[config.mk]
export PLATFORM = sky130hd
export DESIGN_NAME = cptm_ctrl
export DESIGN_NICKNAME = d
export VERILOG_FILES = /design/src/rtl/cptm_pkg.sv /design/src/rtl/cptm_ctrl.sv
export VERILOG_INCLUDE_DIRS = /design/src /design/src/rtl
export SDC_FILE = /design/constraint.sdc
export NUM_CORES = 1
export LEC_CHECK = 0
export BUFFER_PORTS_ARGS = -buffer_cell sky130_fd_sc_hd__clkbuf_2
export CAP_MARGIN = 20
export CORE_AREA = 4 4 41 43
export DETAILED_ROUTE_END_ITERATION = 8
export DIE_AREA = 0 0 45 47
export PLACE_DENSITY_LB_ADDON = 0.25
export SLEW_MARGIN = 20
export SYNTH_ARGS = -nofsm -noshare
export SYNTH_HDL_FRONTEND = slang
export SYNTH_SLANG_ARGS = --single-unit
[constraint.sdc]
create_clock -name clk -period 2.9 [get_ports clk]
set_clock_uncertainty 0.15 [all_clocks]
set_input_delay 0.145 -clock clk [delete_from_list [all_inputs] [get_ports clk]]
set_output_delay 0.145 -clock clk [all_outputs]
set_load 0.01 [all_outputs]
[src/rtl/coarse_tile_passability_map_core_defines.svh]
// Assertion macros for the coarse tile passability map core.
// Included by the modules that carry concurrent checks; no other dependencies.
`ifndef COARSE_TILE_PASSABILITY_MAP_CORE_DEFINES_SVH
`define COARSE_TILE_PASSABILITY_MAP_CORE_DEFINES_SVH
`ifndef SYNTH
`define CPTM_ASSERT_IMP(lbl, clk, rst, ante, cons) \
  lbl: assert property (@(posedge clk) disable iff (rst) (ante) |-> (cons)) \
    else $error("same-cycle check failed");
`define CPTM_ASSERT_NXT(lbl, clk, rst, ante, cons) \
  lbl: assert property (@(posedge clk) disable iff (rst) (ante) |=> (cons)) \
    else $error("next-cycle check failed");
`else
`define CPTM_ASSERT_IMP(lbl, clk, rst, ante, cons)
`define CPTM_ASSERT_NXT(lbl, clk, rst, ante, cons)
`endif
`endif

[src/rtl/cptm_pkg.sv]
// Shared constants, command/status types and the reciprocal table for the tile map.
// No dependencies.
`timescale 1ns / 1ps
package cptm_pkg;

  localparam int MAX_GRID_DIM  = 256;
  localparam int MAX_TILE_SIDE = 8;
  localparam int COORD_W       = $clog2(MAX_GRID_DIM);
  localparam int DIM_W         = COORD_W + 1;
  localparam int TS_W          = 4;
  localparam int IN_W          = 10;
  localparam int RCP_SH        = 12;
  localparam int RCP_W         = RCP_SH + 1;
  localparam int CFG_IDX_W     = 2;
  localparam int CFG_DATA_W    = 9;

  localparam logic [2:0] OP_LOAD    = 3'd0;
  localparam logic [2:0] OP_PREDICT = 3'd1;
  localparam logic [2:0] OP_QUERY   = 3'd2;
  localparam logic [2:0] OP_NBR     = 3'd3;
  localparam logic [2:0] OP_LIST    = 3'd4;

  localparam logic [CFG_IDX_W-1:0] CFG_GRID_W = 2'd0;
  localparam logic [CFG_IDX_W-1:0] CFG_GRID_H = 2'd1;
  localparam logic [CFG_IDX_W-1:0] CFG_TILE   = 2'd2;

  typedef enum logic [1:0] {RD_CELL, RD_UP, RD_MID, RD_DN} rsel_t;
  typedef enum logic [1:0] {CAP_UP, CAP_MID, CAP_DN} csel_t;
  typedef enum logic [1:0] {OUT_QUERY, OUT_NBR, OUT_LIST} okind_t;

  typedef struct packed {
    logic [DIM_W-1:0] gw;
    logic [DIM_W-1:0] gh;
    logic [TS_W-1:0]  ts;
    logic [RCP_W-1:0] rcp;
  } geom_t;

  typedef struct packed {
    logic   latch;
    logic   calc;
    logic   rd_en;
    rsel_t  rd_sel;
    logic   wr_en;
    logic   cap_en;
    csel_t  cap_sel;
    logic   list_init;
    logic   out_load;
    okind_t out_kind;
  } cmd_t;

  typedef struct packed {
    logic [2:0] op;
    logic       blocked;
    logic       cell_in;
    logic       tile_in;
    logic       out_free;
    logic       list_last;
  } stat_t;

  // ceil(2^RCP_SH / ts): exact floor division of any 9-bit value by ts
  function automatic logic [RCP_W-1:0] tile_rcp(input logic [TS_W-1:0] ts);
    logic [RCP_W-1:0] r;
    case (ts)
      4'd1:    r = 13'd4096;
      4'd2:    r = 13'd2048;
      4'd3:    r = 13'd1366;
      4'd4:    r = 13'd1024;
      4'd5:    r = 13'd820;
      4'd6:    r = 13'd683;
      4'd7:    r = 13'd586;
      4'd8:    r = 13'd512;
      default: r = 13'd4096;
    endcase
    return r;
  endfunction

endpackage

[src/rtl/cptm_ctrl.sv]
// Sequencing state machine for the tile map: issues datapath commands per item.
// Depends on cptm_pkg and the assertion macro header.
`timescale 1ns / 1ps
`include "coarse_tile_passability_map_core_defines.svh"
module cptm_ctrl import cptm_pkg::*; (
  input  logic  clk,
  input  logic  rst,
  input  logic  in_valid,
  output logic  in_stall,
  input  stat_t stat,
  output cmd_t  cmd
);

  typedef enum logic [3:0] {
    S_IDLE, S_CALC, S_DEC, S_RD0, S_RD1, S_RD2, S_CAP, S_WR, S_EMIT, S_LINIT, S_LIST
  } state_t;

  state_t state, state_next;

  always_ff @(posedge clk) begin
    if (rst) begin
      state <= S_IDLE;
    end else begin
      state <= state_next;
    end
  end

  always_comb begin
    cmd        = '0;
    state_next = state;
    in_stall   = rst || (state != S_IDLE);
    unique case (state)
      S_IDLE: begin
        if (in_valid && !in_stall) begin
          cmd.latch  = 1'b1;
          state_next = S_CALC;
        end
      end
      S_CALC: begin
        cmd.calc   = 1'b1;
        state_next = S_DEC;
      end
      S_DEC: begin
        unique case (stat.op)
          OP_LOAD:    state_next = (stat.cell_in && !stat.blocked) ? S_RD0 : S_IDLE;
          OP_PREDICT: state_next = stat.cell_in ? S_RD0 : S_IDLE;
          OP_QUERY:   state_next = stat.tile_in ? S_RD0 : S_EMIT;
          OP_NBR:     state_next = S_RD0;
          OP_LIST:    state_next = stat.tile_in ? S_LINIT : S_IDLE;
          default:    state_next = S_IDLE;
        endcase
      end
      S_RD0: begin
        cmd.rd_en = 1'b1;
        unique case (stat.op) inside
          OP_LOAD, OP_PREDICT: begin
            cmd.rd_sel = RD_CELL;
            state_next = S_WR;
          end
          OP_QUERY: begin
            cmd.rd_sel = RD_MID;
            state_next = S_CAP;
          end
          default: begin
            cmd.rd_sel = RD_UP;
            state_next = S_RD1;
          end
        endcase
      end
      S_RD1: begin
        cmd.rd_en   = 1'b1;
        cmd.rd_sel  = RD_MID;
        cmd.cap_en  = 1'b1;
        cmd.cap_sel = CAP_UP;
        state_next  = S_RD2;
      end
      S_RD2: begin
        cmd.rd_en   = 1'b1;
        cmd.rd_sel  = RD_DN;
        cmd.cap_en  = 1'b1;
        cmd.cap_sel = CAP_MID;
        state_next  = S_CAP;
      end
      S_CAP: begin
        cmd.cap_en  = 1'b1;
        cmd.cap_sel = (stat.op == OP_NBR) ? CAP_DN : CAP_MID;
        state_next  = S_EMIT;
      end
      S_WR: begin
        cmd.wr_en  = 1'b1;
        state_next = S_IDLE;
      end
      S_EMIT: begin
        if (stat.out_free) begin
          cmd.out_load = 1'b1;
          cmd.out_kind = (stat.op == OP_NBR) ? OUT_NBR : OUT_QUERY;
          state_next   = S_IDLE;
        end
      end
      S_LINIT: begin
        cmd.list_init = 1'b1;
        state_next    = S_LIST;
      end
      S_LIST: begin
        if (stat.out_free) begin
          cmd.out_load = 1'b1;
          cmd.out_kind = OUT_LIST;
          if (stat.list_last) begin
            state_next = S_IDLE;
          end
        end
      end
      default: state_next = S_IDLE;
    endcase
  end

  `CPTM_ASSERT_IMP(a_wr_op, clk, rst, cmd.wr_en, stat.op == OP_LOAD || stat.op == OP_PREDICT)
  `CPTM_ASSERT_IMP(a_wr_in_grid, clk, rst, cmd.wr_en, stat.cell_in)
  `CPTM_ASSERT_IMP(a_load_free, clk, rst, cmd.out_load, stat.out_free)
  `CPTM_ASSERT_NXT(a_list_done, clk, rst,
                   state == S_LIST && cmd.out_load && stat.list_last, state == S_IDLE)

endmodule

# Word level (Yosys, flattened, before mapping)

Cells that the tools add are included.

Bits of input ports: 11
Register bits after elaboration: 4
Logic and storage cells: 53

Reduce and logical (&&, ||, !) cells: 10
Equality and inequality tests: 18
Muxes and demuxes: 24

Operator list:

| kind               | number |
|---|---|
| $pmux 4 s10        | 1 |
| $mux 4             | 6 |
| $pmux 4 s5         | 1 |
| $pmux 3 s3         | 2 |
| $eq 4x3->1 const B | 4 |
| $eq 4x4->1 const B | 3 |
| $eq 4x2->1 const B | 2 |
| $ne 2x2->1 const B | 4 |
| $pmux 2 s2         | 2 |
| $eq 3x2->1 const B | 2 |
| $mux 1             | 6 |
| $mux 2             | 3 |
| $mux 3             | 2 |
| $pmux 3 s2         | 1 |
| $eq 4x1->1 const B | 1 |
| $logic_not 4->1    | 1 |
| $reduce_and 4->1   | 1 |
| $reduce_bool 4->1  | 1 |
| $eq 3x1->1 const B | 1 |
| $eq 3x3->1 const B | 1 |
| $logic_not 3->1    | 1 |
| $logic_and 1x1->1  | 2 |
| $logic_not 1->1    | 2 |
| $reduce_or 2->1    | 1 |
| $logic_or 1x1->1   | 1 |

# Longest topological paths before layout

Gate-level depths: netlist (run 1).

Depth after elaboration: 6
Depth in mapped cells: 5

# Least setup slack after synthesis (run 1)

Ideal clock, no wire load.

Path kind: register to output
Start point: register state[1]
End point: output port cmd[9] (netlist bit)
Path slack: 1242 ps
Cell stages (with the launch flop): 5
Data arrival time: 1363 ps
Required time: 2605 ps
Path buffers: 0
Path through: dfxtp_1 nand2b_1 or2_1 or4b_1 a21oi_1

RTL lines:

| what                   | line            | text |
|---|---|---|
| start, declared        | cptm_ctrl.sv:18 | `state_t state, state_next;` |
| start signal, assigned | cptm_ctrl.sv:24 | `state <= state_next;` |
| end, declared          | cptm_ctrl.sv:11 | `output cmd_t cmd` |

==> metrics.md, run 1 <==
| Metric | Value |
|---|---|
| Number of synthesized flops with an enable pin | `0` |
| DR WL/cell | `11.4 µm` |
| Layout cell share with drive strength beyond 1 | `31.9%` |
| Num Clock Sinks | `4` |
| Ys Warns | `0` |
| Crit-path cells | `inv_2 > or2_1 > or4b_1 > a21oi_1 > clkbuf_2` |
| VDD IR max | `~0.00017 V` |
| Sequential area share after synthesis | `16.7%` |
| Worst-Margin Slew | `~0.48 ns` |
| Pin count of the biggest net entering global routing | `18` |
| Period minus WS final | `2.24 ns` |
| Max-slew violation count | `0` |
| Worst setup SP type | `flop` |
| Die Span X | `45 µm` |
| IO buf count | `24` |
| Share of the synthesized area in the top cell type | `16.7%` |
| Vias in the first global route | `519` |
| Total chip power | `~0.00019 W` |
| Area leader, netlist | `dfxtp_1` |
| Synth Instances | `74` |
| Clk pin slew, worst setup/hold paths | `0.04 ns` |
| Post-synth top cells | `a21oi_1, nor2_1, nor3_1` |
| Top-Level Pins | `25` |
| Routability congestion estimate from global placement | `0.780` |
| Power density cells | `315 mW/mm²` |
| Vias per inst | `5.28` |
| Synthesized net count | `85` |
| Max reg flops | `4` |
| Synth top area cells | `dfxtp_1, a21oi_1, nor3_1` |
| Initial Util | `36.9%` |
| Die ar. | `0.00212 mm²` |
| Die height | `47 µm` |
| DRT Pass-1 Iters | `4` |
| Async SR Flop Fraction | `0%` |
| Fill cell count | `144` |
| Total negative slack | `0 ns` |
| RSZ-0062 raised after global routing | `no` |
| Lkg Pwr | `0.258 nW` |
| Post-route ant nets | `0` |
| Hold Path Class | `in -> reg` |
| GRT Total Usage | `13.3%` |
| Setup Fix Bufs, Post-CTS | `0` |
| Worst r2r src | `state[0]` |
| CP startpoint | `state[0]` |
| Yosys cell types | `36` |
| MaxCap Viol Count | `0` |
| CORE AREA | `0.00130 mm²` |
| Largest register by flop count | `state` |
| TritonCTS Buffers | `3` |
| CTS tree | `done` |
| Worst Path Required | `between 2 and 3 ns` |
| Post-CTS Hold Buffers | `0` |
| Slew Limit Headroom | `67.9%` |
| Clock Tree Root | `clkbuf_4` |
| Total Routed Length | `1240 µm` |
| Endpoints failing setup | `0` |
| Status | `finished, final reports clean` |
| Slowest-stage cell, CP | `dfxtp_1` |
| F_max | `446 MHz` |
| Vias after detailed routing | `576` |
| Slowest stage delay, CP | `0.58 ns` |
| Worst Hold Launch | `stat[1]` |
| HPWL after DPL | `982 µm` |
| Clock Latency Late Sink | `0.23 ns` |
| CP Capture Type | `output port` |
| Worst Path Arrival | `1.95 ns` |
| Post-CTS sizing | `0` |
| Regs by FF count | `state x4` |
| Antenna violations before repair | `0` |
| CTS H-tree lvls | `1` |
| Most used DFF post-synth | `dfxtp_1` |
| Initial drt markers | `6` |
| # rows | `13` |
| Worst setup path class | `reg -> out` |
| Cell Area, Synth | `480 µm²` |
| Remaining Overflow, GRT | `0` |
| Layout Nets | `107` |
| Drt drc | `0` |
| Syn_area_per_cell | `6.49 µm²` |
| Critical path fanouts, max | `14` |
| Synth Register Bits | `4` |
| First-pass GRT wire length | `2160 µm` |
| Max clock buf depth | `2` |
| Antenna cells | `0` |
| Tcrit/Tclk final | `77.4%` |
| Hold Violations, Final | `0` |
| Most frequent cell after synthesis | `a21oi_1` |
| Area delta synth->final | `27.1%` |
power by group:
group / switching (W) / internal [W]
Combinational: 0.0000306 / 0.0000261
Clock: 0.0000200 / 0.0000461
Sequential: 0.0000109 / 0.0000585
Total: 0.0000615 / 0.000131
cell usage in the layout (no fill, tap or decap), types with 2 or more instances in the layout:
cell	n
a21oi_1	8
and3_1	2
clkbuf_2	24
clkbuf_4	3
dfxtp_1	4
nand2_1	5
nand2b_1	3
nand3b_1	3
nor2_1	7
nor3_1	6
nor4_1	2
o21ai_0	4
area by class of cell:
cell class	instances	area (µm²)	area share [%]
clock buffer	3	22.5	3.69
inverter	2	7.51	1.23
multi-input combinational	61	362	59.2
sequential	4	80.1	13.1
tap	15	18.8	3.07
timing repair buffer	24	120	19.7
routing by layer:
| layer | GRT usage [%] | wire, µm | vias up |
|---|---|---|---|
| li1 | - | - | 313 |
| met1 | 18.0 | 557 | 243 |
| met3 | 2.30 | 92 | 0 |
| met5 | 0 | 0 | - |
| met2 | 21.2 | 590 | 20 |
| met4 | 5.26 | 0 | 0 |
path summary, 6_finish.rpt:
path                                  to  slack [ns]  cells past startpoint
worst min-delay path            state[3]        0.11                      4
worst max register to register  state[2]        1.14                      4
worst min register to register  state[3]        0.56                      2
worst max-delay path              cmd[9]        0.66                      5
per-stage QoR:
step                      cell area [µm²]  util [%]  hold slack, ns  instances  setup slack (ns)
after floorplan                       480         -           0.200         74              1.24
after global placement                588      45.2           0.347        106             0.926
after detailed placement              588      45.2           0.350        106             0.908
after CTS                             611      46.9           0.115        109             0.651
after global routing                  611      46.9           0.172        109             0.526
final                                 611      46.9           0.112        109             0.655
logic make-up (layout without fill, tap and decap cells):
group                  after synthesis  after routing  share of synthesized area, %
AOI/OAI and AO/OA                   22             22                          27.9
buffers and inverters                9             29                          8.07
DFF                                  4              4                          16.7
muxes                                1              1                          2.34
and+or+nand+nor                     38             38                          45.1
critical path: cells and delay by family, from the launching register on:
kind,cells,cell delay (ns)
compound gates,1,0.15
buf+inv,2,0.25
flops,1,0.58
simple gates,2,0.74
Note: power is estimated with default switching activity, not from simulation.
==> run 2, diff against run 1 <==
- ABC_AREA: not set -> 1
- clock period: 2.9 -> 2.1 ns (I/O delays scaled with it)
==> run 2 against run 1 <==
  * Die area stayed put
  * Largest power group is now combinational logic
  * Utilization rose by 4.4 points
  * Via count increased by 8.9%
  * Cell count up 26%
  * First-iteration DRC count is 130% higher
  * Combinational power rose by 90%
==> metrics.md, run 2 <==
| Metric | Value |
|---|---|
| Status | `finished, final reports clean` |
| Number of synthesized flops with an enable pin | `0` |
| Clock Tree Root | `clkbuf_4` |
| Crit-path cells | `nand3_1 > nor2_1 > inv_1 > nor3_1 > clkbuf_2` |
| Layout cell share with drive strength beyond 1 | `35.2%` |
| Clk pin slew, worst setup/hold paths | `0.04 ns` |
| Area leader, netlist | `nand2_1` |
| Synth Register Bits | `4` |
| HPWL after DPL | `1120 µm` |
| Die ar. | `0.00212 mm²` |
| Post-route ant nets | `0` |
| CP Capture Type | `output port` |
| Vias per inst | `4.58` |
| Slowest-stage cell, CP | `dfxtp_1` |
| CTS H-tree lvls | `1` |
| First-pass GRT wire length | `1960 µm` |
| Initial Util | `38.2%` |
| Synthesized net count | `105` |
| Total negative slack | `0 ns` |
| Synth top area cells | `nand2_1, dfxtp_1, inv_1` |
| Fin cells | `between 100 and 150` |
| Remaining Overflow, GRT | `0` |
| Ys Warns | `0` |
| Num Clock Sinks | `4` |
| Setup WS pre-CTS | `0.751 ns` |
| Power density cells | `435 mW/mm²` |
| Layout Nets | `135` |
| Max reg flops | `4` |
| Fill cell count | `~150` |
| CTS tree | `done` |
| Placed insts | `133` |
| Post-CTS sizing | `0` |
| Most frequent cell after synthesis | `nand2_1` |
| Pin count of the biggest net entering global routing | `8` |
| Initial drt markers | `14` |
| Clock Latency Late Sink | `~0.23 ns` |
| Max-slew violation count | `0` |
| DR WL/cell | `approximately 9.2 µm` |
| Area delta synth->final | `34.5%` |
| TritonCTS Buffers | `3` |
| Vias in the first global route | `about 500` |
| Post-CTS Hold Buffers | `1` |
| Yosys cell types | `17` |
| Hold Violations, Final | `0` |
| Async SR Flop Fraction | `0%` |
| RSZ-0062 raised after global routing | `no` |
| Commonest cells after routing, fill and taps aside | `clkbuf_2, nand2_1, inv_1, nor2_1` |
| Worst Path Arrival | `approximately 1.3 ns` |
| Tcrit/Tclk final | `75.5%` |
| Sequential area share after synthesis | `16.1%` |
| Share of the synthesized area in the top cell type | `16.6%` |
| Die height | `47 µm` |
| Lkg Pwr | `0.407 nW` |
| Drt drc | `0` |
| Period minus WS final | `~1.6 ns` |
| Slowest stage delay, CP | `between 0.4 and 0.5 ns` |
| Top-Level Pins | `25` |
| MaxCap Viol Count | `0` |
| Regs by FF count | `state x4` |
| Worst setup path class | `reg -> out` |
| Syn_area_per_cell | `5.28 µm²` |
| Critical path fanouts, max | `4` |
| Final worst slack | `0.514 ns` |
| Worst setup SP type | `flop` |
| Vias after detailed routing | `around 630` |
| Antenna cells | `0` |
| Routability congestion estimate from global placement | `0.872` |
| Synth Instances | `between 90 and 100` |
| IO buf count | `24` |
| VDD IR max | `0.000244 V` |
| Commonest non-fill, non-tap cell in the layout | `clkbuf_2` |
| Antenna violations before repair | `0` |
| Slew Limit Headroom | `83.9%` |
| Worst Path Required | `about 1.9 ns` |
| Hold Path Class | `in -> reg` |
| CORE AREA | `between 0.001 and 0.0015 mm²` |
| Cell Area, Synth | `497 µm²` |
| GRT Total Usage | `12.5%` |
| Largest register by flop count | `state` |
| Die Span X | `around 45 µm` |
| # rows | `13` |
| F_max | `between 600 and 700 MHz` |
| DRT Pass-1 Iters | `4` |
| Total Routed Length | `1260 µm` |
| Most used DFF post-synth | `dfxtp_1` |
| Post-synth top cells | `nand2_1, inv_1, nor2_1` |
| Worst-Margin Slew | `between 0.2 and 0.25 ns` |
| Endpoints failing setup | `0` |
| Max clock buf depth | `2` |
| Setup Fix Bufs, Post-CTS | `0` |
## run 2: cell families (layout without fill, tap and decap cells)
family,after synthesis,in the layout,share of synthesized area [%]
compound gates,11,11,11.1
flops,4,4,16.1
buf+inv,21,49,15.9
simple gates,58,58,56.9
## run 2: through the flow
step	area (µm²)	utilization [%]	total power (W)	hold slack [ns]
after floorplan	497	-	0.000163	0.0241
after global placement	636	48.8	0.000197	0.130
after detailed placement	636	48.8	0.000198	0.147
after CTS	668	51.3	0.000297	0.0937
after global routing	668	51.3	0.000319	0.107
final	668	51.3	0.000291	0.0940
## run 2: power breakdown
part	switching (W)	leakage [nW]	internal, W
Combinational	0.0000664	0.360	0.0000413
Sequential	0.00000845	0.0325	0.0000822
Clock	0.0000287	0.0138	0.0000637
## run 2: path summary, 6_finish.rpt
kind,to,startpoint,depth (start not counted),slack [ns]
setup / recovery,cmd[0],state[3],5,0.51
hold / removal,state[0],stat[3],5,0.09
setup reg to reg,state[1],state[1],9,0.73
hold reg to reg,state[1],state[1],2,0.42
## run 2: critical path: cells and delay by family, from the launching register on
| family | cells | cell delay [ns] |
|---|---|---|
| buf+inv | 2 | 0.23 |
| flops | 1 | 0.44 |
| simple gates | 3 | 0.43 |
## run 2: layout make-up
class | count | area [µm²] | area share, %
Sequential cell | 4 | 80.1 | 12.0
Tap cell | 15 | 18.8 | 2.81
Inverter | 21 | 78.8 | 11.8
Multi-Input combinational cell | 69 | 338 | 50.6
Timing Repair Buffer | 25 | 130 | 19.5
Clock buffer | 3 | 22.5 | 3.37
## run 2: routing by layer
metal	up-vias	track usage, %	part of all wire (%)
li1	345	-	-
met4	0	7.02	1.2
met5	-	0	0
met3	2	1.15	5.5
met1	264	17.0	49
met2	16	19.2	44
==> run 3, diff against run 2 <==
- clock period: 2.1 -> 1.46 ns (I/O delays scaled with it)
==> run 3 against run 2 <==
  * Cell count grew 3.6%
  * Via count grew 5.3%
  * Die area unchanged
  * Combinational power up 64%
  * Global-route usage grew 1.3 points
  * Critical path type unchanged
  * Highest routed layer is now met3
==> metrics.md, run 3 (synthesized netlist as in run 2, its figures left out) <==
| Metric | Value |
|---|---|
| Worst Hold Launch | `stat[3]` |
| Combinational share of power | `39.6%` |
| Die height | `47 µm` |
| Worst-Margin Slew | `0.205 ns` |
| Final worst slack | `0.0598 ns` |
| Period minus WS final | `1.40 ns` |
| Sequential power share | `30.0%` |
| Max clock buf depth | `2` |
| MaxCap Viol Count | `0` |
| Slowest-stage cell, CP | `dfxtp_4` |
| Power density cells | `584 mW/mm²` |
| Top-Level Pins | `25` |
| TritonCTS Buffers | `3` |
| Reg area | `roughly 95 µm²` |
| Regs by FF count | `state x4` |
| Clock Tree Root | `clkbuf_4` |
| Remaining Overflow, GRT | `0` |
| IO buf count | `24` |
| Antenna violations before repair | `0` |
| DRT Pass-1 Iters | `4` |
| Die ar. | `0.00212 mm²` |
| Layout cell share with drive strength beyond 1 | `46.5%` |
| Max reg flops | `4` |
| RSZ-0062 raised after global routing | `yes` |
| Hold Violations, Final | `0` |
| Critical path fanouts, max | `4` |
| Endpoints failing setup | `0` |
| Drt drc | `0` |
| Vias after detailed routing | `660` |
| Hold Path Class | `in -> reg` |
| Switching pwr | `0.000165 W` |
| Routability congestion estimate from global placement | `0.875` |
| Total Routed Length | `1380 µm` |
| Worst Path Required | `about 1.2 ns` |
| Worst Path Arrival | `1.18 ns` |
| Status | `finished, final reports clean` |
| Area delta synth->final | `54.2%` |
| # rows | `13` |
| Worst r2r src | `state[2]` |
| Clk pin slew, worst setup/hold paths | `0.04 ns` |
| Fill cell count | `~140` |
| Layout Nets | `140` |
| Slowest stage delay, CP | `0.36 ns` |
| Clock power frac | `30.4%` |
| HPWL after DPL | `1120 µm` |
| CTS tree | `done` |
| Placement Cell Area | `about 640 µm²` |
| Initial drt markers | `25` |
| First-pass GRT wire length | `2130 µm` |
| Cell Int Power | `roughly 0.00028 W` |
| Setup WS pre-CTS | `0.126 ns` |
| GRT Total Usage | `between 10% and 20%` |
| Initial Util | `38.2%` |
| Hold WS | `between 0.06 and 0.07 ns` |
| Commonest cells after routing, fill and taps aside | `nand2_1, clkbuf_2, inv_1, nor2_1` |
| Top Family by Delay on Critical Path | `flip-flops` |
| Largest register by flop count | `state` |
| CORE AREA | `0.00130 mm²` |
| Critical Path Stages | `6` |
| Layout Utilization | `58.8%` |
| DR WL/cell | `9.70 µm` |
| Hold depth | `5` |
| Crit-path cells | `inv_4 > nand3_4 > nor2_4 > inv_2 > nor3_2 > buf_2` |
| Post-route ant nets | `0` |
| Tcrit/Tclk final | `95.9%` |
| Worst Reg-to-Reg Cells | `9` |
| Vias per inst | `4.65` |
| F_max | `714 MHz` |
| VDD IR max | `0.000471 V` |
| CP startpoint | `state[2]` |
| Vias in the first global route | `~530` |
| Num Clock Sinks | `4` |
| Slew Limit Headroom | `~86%` |
| Max-slew violation count | `0` |
| Worst setup SP type | `flop` |
| Worst path bufs/invs | `3` |
| CTS H-tree lvls | `1` |
| Total chip power | `0.000447 W` |
| Clock Latency Late Sink | `between 0.2 and 0.25 ns` |
| Lkg Pwr | `0.441 nW` |
| Switching part of the total | `a little under two fifths` |
| Pin count of the biggest net entering global routing | `8` |
| Antenna cells | `0` |
| Commonest non-fill, non-tap cell in the layout | `nand2_1` |
| CP Capture Type | `output port` |
| Die Span X | `45 µm` |
| Post-route cell area | `766 µm²` |
| Area of the multi-input gates | `375 µm²` |
| Worst setup path class | `reg -> out` |
[run 3: cell types whose count changed in the layout (fill, tap and decap cells not counted), moves of 2 or more]
cell,change
buf_2,+3
buf_4,+5
clkbuf_2,-3
dfxtp_1,-4
dfxtp_4,+4
inv_1,-3
inv_4,+3
nor2_1,-2
nor2_4,+2
[run 3: final timing paths]
path               to  slack (ns)
max            cmd[0]        0.06
min          state[0]        0.06
max reg2reg  state[1]        0.12
min reg2reg  state[1]        0.37
[run 3: timing repair]
action	4_1_cts	5_1_grt
endpoints found under the hold margin	1	0
hold buffers	1	0
resized for setup	8	18
buffers inserted	1	3
pin swaps	2	3
setup endpoints to repair	5	8
[run 3: area by class of cell]
cell class	instances	share of cell area (%)
Clock buffer	3	2.94
Inverter	21	11.3
Multi-Input combinational cell	69	49.0
Sequential cell	4	12.4
Tap cell	15	2.45
Timing Repair Buffer	30	21.9
[run 3: power by group through the flow]
stage                     logic (W)  registers [W]  clock network (W)
after floorplan            0.000105       0.000129                  0
after global placement     0.000160       0.000133                  0
after detailed placement   0.000161       0.000132                  0
after CTS                  0.000166       0.000134           0.000139
after global routing       0.000197       0.000136           0.000151
final                      0.000177       0.000134           0.000136
[run 3: worst reg2reg max path: stages (launching register included)]
cell and delay (ns):
dfxtp_4 0.36, nor2_4 0.18, buf_4 0.13, nand2_1 0.04, a21oi_1 0.11, nor2_1 0.07
nand3_2 0.07, inv_2 0.03, nand2_1 0.05, nand2_1 0.04
[run 3: metal layers]
layer  GRT usage [%]  part of all wire [%]  vias up
met5               0                     0        -
met4            5.26                     0        0
met3            3.45                   5.8        0
met2            22.6                    48       20
met1            17.3                    46      284
li1                -                     -      356
[run 3: through the flow]
| step | cells | TNS [ns] |
|---|---|---|
| floorplan | 94 | 0 |
| global placement | 134 | 0 |
| detailed placement | 134 | 0 |
| CTS | 139 | 0 |
| global route | 142 | -0.0937 |
| finish | 142 | 0 |
